[config.mk]
export PLATFORM = sky130hd
export DESIGN_NAME = wdbe_div
export DESIGN_NICKNAME = d
export VERILOG_FILES = /design/src/design/wdbe_div.sv
export SDC_FILE = /design/constraint.sdc
export NUM_CORES = 1
export LEC_CHECK = 0
export BUFFER_PORTS_ARGS = -buffer_cell sky130_fd_sc_hd__buf_2
export CAP_MARGIN = 20
export CORE_ASPECT_RATIO = 0.5
export CORE_UTILIZATION = 35
export CTS_CLUSTER_SIZE = 24
export DETAILED_ROUTE_END_ITERATION = 12
export GPL_TIMING_DRIVEN = 0
export SETUP_SLACK_MARGIN = 0.05
export SYNTH_ARGS = -nofsm -noshare
export SYNTH_HDL_FRONTEND = slang
export SYNTH_SLANG_ARGS = --single-unit
[constraint.sdc]
create_clock -name aclk -period 2.9 [get_ports aclk]
set_input_delay 0 -clock aclk [delete_from_list [all_inputs] [get_ports aclk]]
set_output_delay 0 -clock aclk [all_outputs]
set_load 0.05 [all_outputs]
[src/design/wdbe_div.sv]
// Restoring serial divider, one quotient bit per cycle.
// No dependencies.
module wdbe_div #(
    parameter int DVD_W = 39,
    parameter int DVS_W = 10
) (
    input  logic             aclk,
    input  logic             aresetn,
    input  logic             start,
    input  logic [DVD_W-1:0] dividend,
    input  logic [DVS_W-1:0] divisor,
    output logic             done,
    output logic [DVD_W-1:0] quotient,
    output logic [DVS_W-1:0] remainder
);

    localparam int CNT_W = $clog2(DVD_W + 1);

    logic             busy_reg;
    logic             done_reg;
    logic [CNT_W-1:0] cnt_reg;
    logic [DVD_W-1:0] quo_reg;
    logic [DVS_W-1:0] rem_reg;
    logic [DVS_W-1:0] dvs_reg;

    logic [DVS_W:0]   rem_s;
    logic             ge;
    logic [DVS_W:0]   rem_new;

    // trial subtract of the next partial remainder
    assign rem_s   = {rem_reg, quo_reg[DVD_W-1]};
    assign ge      = rem_s >= {1'b0, dvs_reg};
    assign rem_new = ge ? (rem_s - {1'b0, dvs_reg}) : rem_s;

    // control
    always_ff @(posedge aclk) begin
        if (!aresetn) begin
            busy_reg <= 1'b0;
            done_reg <= 1'b0;
        end else begin
            done_reg <= 1'b0;
            if (start) begin
                busy_reg <= 1'b1;
            end else if (busy_reg && cnt_reg == CNT_W'(DVD_W - 1)) begin
                busy_reg <= 1'b0;
                done_reg <= 1'b1;
            end
        end
    end

    // datapath
    always_ff @(posedge aclk) begin
        if (start) begin
            quo_reg <= dividend;
            rem_reg <= '0;
            dvs_reg <= divisor;
            cnt_reg <= '0;
        end else if (busy_reg) begin
            quo_reg <= {quo_reg[DVD_W-2:0], ge};
            rem_reg <= rem_new[DVS_W-1:0];
            cnt_reg <= cnt_reg + 1'b1;
        end
    end

    assign done      = done_reg;
    assign quotient  = quo_reg;
    assign remainder = rem_reg;

endmodule

==> flow_summary.ini, run 1 <==
[outcome]
status = finished clean

[synthesis]
synthAdderAreaFrac_pct = 5.277
ys_warn_count = 0
syn_area_um2 = 3224
synthMuxAreaShare_pct = 13.62
yosysSeqAreaShare_pct = 56.81
synth_xor_area_share_pct = 2.988
ys_async_sr_fraction_pct = 0
synth_edf_count = 49
syn_area_per_cell_um2 = 12.80
ys_top_cells_by_area = edfxtp_1, mux2_2, dfxtp_1
synth_top_family_by_area = multiplexers
synth_top_cell_area_share_pct = 45.63
syn-num-nets = 317
synth_largest_area_cell = edfxtp_1
postSynthCellCount = 252
synth_ff_type = edfxtp_1
ys_types = 42
synth_compound_area_share_pct = 11.06
synth-simple-area-share_pct = 6.946
ys_ff_latch = 67

[setup_path]
crit_end = remainder[5]$_SDFFE_PP0P_
crit_chain = inv_1 -> ha_1 -> nand2b_1 -> a21oi_1 -> a2111oi_0 -> xnor2_1 -> nand2_1 -> a311oi_2
startpoint_type = flop
r2r-start = dvs_reg[1]$_DFFE_PP_
path_buf_inv = 1
worst_r2r_path_depth = 8
worst-path-stages = 8
end_kind = flop
cp.required_ns = 3.13
crit_fanout = 3
arrival_ns = 2.57
path_class = flop to flop
crit_path_start = dvs_reg[1]$_DFFE_PP_
slowest_stage = a2111oi_0
slowest_delay_ns = 0.73
path_delay_family = compound AO/OA/AOI/OAI gates
r2r_slack_ns = 0.56
r2r_end = remainder[5]$_SDFFE_PP0P_

[power]
cellPowerDensity_nw_per_um2 = 618.5
p_clk_share_pct = 36.8
p_int_mw = 2.026
pwr-share-seq_pct = 40.5
p_leak_nw = 1.967
power_mw = 2.900
irDropWorstVdd_v = 0.0002926
power_frac_comb_pct = 22.7
swShare_pct = 30.14
p_switching_mw = 0.8740

[timing]
fmax_mhz = 426.7
setup_violations = 0
rsz0062_at_grt = no
setup_tns_ns = 0
skew_ns = 0.004943
slew_violations = 0
worst_slew_pin_slew_ns = 0.8503
hold_viol = 0
finalCritPeriodShare_pct = 80.81
max_slew_margin_pct = 43.25
min_period_ns = 2.344

[placement]
dpl.hpwl_um = 5402
port_buffers = 101
gp_congestion = 0.8145
place_inst = 471

[floorplanning]
die_x_um = 137.7
dieHeight_um = 69.87
core_um2 = 8828
ios = 102
rows = 24
die_area_um2 = 9624
start_util_pct = 36.52

[detailed_routing]
num_vias = 2580
wire_per_inst_um = 14.26
viasPerCell = 4.813
routed_wl_um = 7643
first_iter_violations = 128
dr.pass1.iters = 4
drc = 0
ant_nets = 0

[cts]
clock_sinks = 67
cts_tree = yes
htreeDepth = 3
clockRootBuffer = clkbuf_16
insertion_delay_ns = 0.33
cts_buffers = 9
clock_path_buffers = 2
clk_pin_slew_ns = 0.06
cts_setup_buffers = 0

[layout]
largest_reg_flops = 39
area_growth_pct = 45.40
layout-drive-gt1-share_pct = 39.86
nets = 479
instances_no_fill = 536
num_antenna_cells = 0

[global_route]
grt_first_pass_wirelength_um = 12890
grt_max_degree = 22
grt_util_all_layers_pct = 17.38
antenna_found_initial = 0
grt_pass1_vias = 2678
grt_overflow_total = 0

[worst_hold_path]
hold_path.class = primary input to flop

[job]
drv_cap = 0
worst register-to-register path, delay by kind of cell, from the launching register on:
family	cells	cell delay, ns
xor+xnor	1	0.20
compound gates	3	1.07
flops	1	0.36
fa+ha+maj	1	0.27
simple gates	2	0.23
buf+inv	1	0.11
Yosys cell counts (5+ instances only):
library cell and instances:
xnor2_1 6, a21oi_1 12, mux2_2 39, clkbuf_1 5, inv_1 15, dfxtp_1 18
o21ai_0 11, xor2_1 5, ha_1 12, nand4_1 5, nor2_1 17, edfxtp_1 49
nand2_1 13
kinds of logic (layout without fill, tap and decap cells):
kind of cell | count (synthesis) | in the layout
buf+inv | 26 | 193
compound gates | 48 | 48
xor+xnor | 11 | 11
simple gates | 48 | 48
flops | 67 | 67
mux | 39 | 39
fa+ha+maj | 13 | 13
routing by layer:
metal	routed length [um]	up-vias	share of wire, %	track usage (%)
met5	0	-	0	0
met4	158	0	2.1	6.039
met3	345	14	4.5	4.357
met2	3894	70	51	30.49
met1	3245	1232	42	20.61
li1	-	1264	-	-
through the flow:
stage | hold WS, ns | setup WS [ns] | cell area (um2) | utilization (%)
2_1_floorplan | 0.09887 | 0.5155 | 3224 | -
3_3_place_gp | 0.1761 | 0.5016 | 3876 | 43.91
3_5_place_dp | 0.1781 | 0.6245 | 3904 | 44.22
4_1_cts | 0.003446 | 0.5940 | 4688 | 53.10
5_1_grt | 0.01262 | 0.3413 | 4688 | 53.10
6_report | 0.0003160 | 0.5564 | 4688 | 53.10
cell usage in the layout, fill, tap and decap left out, types with 3 or more instances in the layout:
cell type and n:
nand4_1 5, mux2_2 39, clkinv_2 3, dlygate4sd3_1 49, edfxtp_1 49, buf_1 4
buf_2 102, a211oi_1 4, nand2_1 13, dfxtp_1 18, nand3_1 3, ha_1 12
a21oi_1 12, nor2_1 17, xnor2_1 6, o21ai_0 11, inv_1 15, clkbuf_16 9
clkbuf_1 5, xor2_1 5, a311oi_2 3
worst min path at each step:
stage                       from                endpoint  slack (ns)  cells past startpoint
floorplan             divisor[0]    dvs_reg[0]$_DFFE_PP_         0.1                      0
global placement      divisor[6]    dvs_reg[6]$_DFFE_PP_        0.18                      1
detailed placement    divisor[7]    dvs_reg[7]$_DFFE_PP_        0.18                      1
CTS                 dividend[22]  quotient[22]$_DFFE_PP_       0.003                      2
global route        dividend[22]  quotient[22]$_DFFE_PP_        0.01                      2
finish              dividend[22]  quotient[22]$_DFFE_PP_      0.0003                      2
what timing repair did:
item | 4_1_cts | 5_1_grt
hold endpoints to repair | 50 | 0
gates resized for setup | 0 | 0
hold buffers | 49 | 0
power groups by stage:
stage               clock, mW  combinational (mW)  sequential [mW]
floorplan                   0               0.221             1.42
global placement            0               0.589             1.19
detailed placement          0               0.605             1.19
CTS                      1.10               0.659             1.18
global route             1.12               0.703             1.19
finish                   1.07               0.657             1.18
area by class of cell:
class / instances / area [um2]
repair buffers: 151 / 1023
fillers: 788 / 4140
flip-flops and latches: 67 / 1832
clock inverters: 7 / 68.82
clock buffers: 9 / 225.2
plain buffers: 11 / 50.05
well taps: 117 / 146.4
inverters: 15 / 56.30
multi-input cells: 159 / 1286
No activity file was read; power rests on OpenSTA's default activity.
==> inputs of run 2 (changes only) <==
--- a/config.mk
+++ b/config.mk
@@ -5,6 +5,7 @@
 export SDC_FILE = /design/constraint.sdc
 export NUM_CORES = 1
 export LEC_CHECK = 0
+export ABC_AREA = 1
 export BUFFER_PORTS_ARGS = -buffer_cell sky130_fd_sc_hd__buf_2
 export CAP_MARGIN = 20
 export CORE_ASPECT_RATIO = 0.5
==> constraint.sdc (replaced) <==
create_clock -name aclk -period 2 [get_ports aclk]
set_input_delay 0 -clock aclk [delete_from_list [all_inputs] [get_ports aclk]]
set_output_delay 0 -clock aclk [all_outputs]
set_load 0.05 [all_outputs]
==> flow_summary.ini, run 2 <==
[floorplanning]
start_util_pct = 36.17
die_x_um = 141.7
die_area_um2 = 10190
dieHeight_um = 71.87
ios = 102
rows = 25
core_um2 = 9447

[setup_path]
startpoint_type = flop
arrival_ns = 2.03
crit_fanout = 4
slowest_delay_ns = 0.40
r2r-start = quotient[38]$_DFFE_PP_
crit_chain = inv_2 -> ha_1 -> inv_2 -> fa_2 -> inv_1 -> nor2_1 -> nor2_2 -> xor2_1 -> nand2_1 -> nand3_2 -> o21ai_2
path_buf_inv = 3
path_class = flop to flop
end_kind = flop
path_common_cell = inv_2
path_delay_family = adder cells
cp.required_ns = 2.21
worst_r2r_path_depth = 11
r2r_end = remainder[4]$_SDFFE_PP0P_
r2r_slack_ns = 0.18
slowest_stage = edfxtp_1

[detailed_routing]
wire_per_inst_um = 11.65
dr.pass1.iters = 4
viasPerCell = 4.302
num_vias = 3063
drc = 0
first_iter_violations = 122
ant_nets = 0
routed_wl_um = 8292

[synthesis]
syn-num-nets = 472
ys_ff_latch = 67
synthTopCellsByCount = nand2_1, edfxtp_1, inv_1, nand3_1, dfxtp_1
postSynthCellCount = 407
ys_async_sr_fraction_pct = 0
syn_area_um2 = 3417
yosysSeqAreaShare_pct = 53.61
synth_edf_count = 49
ys_warn_count = 0
yosysMostFrequentCell = nand2_1
synth_top_cell_area_share_pct = 43.06
syn_area_per_cell_um2 = 8.396
ys_top_cells_by_area = edfxtp_1, nand2_1, dfxtp_1
ys_types = 30
synth_ff_type = edfxtp_1
synth_largest_area_cell = edfxtp_1

[layout]
num_antenna_cells = 0
area_growth_pct = 43.98
mostFrequentLayoutCells = nand2_1, buf_2, edfxtp_1, dlygate4sd3_1, inv_1
nets = 637
layout-drive-gt1-share_pct = 25.13
nFillCells = 953
stdcell_area_um2 = 4920
largest_reg_flops = 39
multiInputGateArea_um2 = 1351
seq_area_um2 = 1837
final_common_cell = nand2_1

[global_route]
grt_util_all_layers_pct = 17.38
grt_pass1_vias = 2892
grt_first_pass_wirelength_um = 13550
met3_usage_pct = 5.080
gr-usage-met2_pct = 30.27
grt_max_degree = 36
antenna_found_initial = 0
use_met1_pct = 20.97
grt_overflow_total = 0
grt.busiest_layer = met2

[placement]
dpl.hpwl_um = 5722
port_buffers = 101
gp_congestion = 0.8083
dpl-instance-area_um2 = 4119

[power]
cellPowerDensity_nw_per_um2 = 825.0
irDropWorstVdd_v = 0.0004901
power_mw = 4.059
p_leak_nw = 2.479

[timing]
fmax_mhz = 549.7
hold_viol = 0
max_slew_margin_pct = 53.91
setup_violations = 0
skew_ns = 0.003792
rsz0062_at_grt = no
finalCritPeriodShare_pct = 90.96
min_period_ns = 1.819
holdWs_ns = 0.06700
slew_violations = 0
worst_slew_pin_slew_ns = 0.6889

[outcome]
status = finished clean

[worst_hold_path]
hold_path.startpoint = dividend[0]
hold_path_depth = 3
whs_endpoint = quotient[0]$_DFFE_PP_
hold_path.class = primary input to flop

[cts]
cts_tree = yes
clock_path_buffers = 2
htreeDepth = 3
clock_sinks = 67
insertion_delay_ns = 0.33
cts_buffers = 9
clk_pin_slew_ns = 0.05
clockRootBuffer = clkbuf_16

[job]
drv_cap = 0
run 2: changes by cell type after synthesis, sizes merged, moves of 3 or more:
cell and change:
nand3b +5, nand3 +22, a21oi -5, xor2 -3, buf -4, a311oi -3
nand2 +179, a211oi -6, clkbuf +5, o21ai -5, mux2 -39, inv +29
xnor2 -5
run 2: final cells by class:
| cell class | instances | share of cell area, % |
|---|---|---|
| tap | 135 | 3.433 |
| timing repair buffer | 154 | 21.11 |
| sequential | 67 | 37.33 |
| buffer | 12 | 1.424 |
| inverter | 45 | 3.433 |
| multi-input combinational | 283 | 27.47 |
| clock buffer | 10 | 4.654 |
| clock inverter | 6 | 1.144 |
run 2: logic make-up after synthesis:
group           share of synthesized area [%]
simple gates                            30.61
flops                                   53.61
buf+inv                                 6.994
compound gates                          3.039
fa+ha+maj                               4.980
xor+xnor                               0.7691
run 2: timing repair:
action / CTS / global route
buffers inserted: 0 / 3
resized for setup: 0 / 3
hold buffers: 49 / 0
endpoints found under the setup margin: 0 / 3
endpoints found under the hold margin: 50 / 0
run 2: power breakdown:
group / switching [mW] / leakage, nW / total, mW / internal [mW]
clock: 0.562 / 0.140 / 1.52 / 0.953
combinational: 0.582 / 1.69 / 0.859 / 0.277
sequential: 0.0588 / 0.646 / 1.69 / 1.63
total: 1.20 / 2.48 / 4.06 / 2.86
run 2: layer usage:
layer | up-vias | part of all wire (%)
met4 | 0 | 0.98
met1 | 1370 | 46
li1 | 1629 | -
met2 | 58 | 49
met5 | - | 0
met3 | 6 | 4.0
run 2: per-stage QoR:
step                util [%]  std cells  TNS, ns  setup slack [ns]
floorplan                  -        407        0           0.01588
global placement       43.39        643   -31.54           -0.7326
detailed placement     43.60        644        0            0.1040
CTS                    51.81        709        0            0.1008
global route           52.08        712        0           0.04118
finish                 52.08        712        0            0.1807
run 2: worst max path at each step:
stage,startpoint,end,slack (ns),depth (start not counted)
global placement,start,quotient[23]$_DFFE_PP_,-0.73,4
global route,quotient[38]$_DFFE_PP_,remainder[4]$_SDFFE_PP0P_,0.04,11
finish,quotient[38]$_DFFE_PP_,remainder[4]$_SDFFE_PP0P_,0.18,11
floorplan,quotient[38]$_DFFE_PP_,remainder[4]$_SDFFE_PP0P_,0.02,11
CTS,quotient[38]$_DFFE_PP_,remainder[4]$_SDFFE_PP0P_,0.10,11
detailed placement,start,quotient[23]$_DFFE_PP_,0.10,5
run 2: worst reg2reg max path, stage by stage (launching register included):
cell and delay (ns):
edfxtp_1 0.40, inv_2 0.08, ha_1 0.16, inv_2 0.06, fa_2 0.38, inv_1 0.06
nor2_1 0.04, nor2_2 0.16, xor2_1 0.16, nand2_1 0.08, nand3_2 0.07, o21ai_2 0.05
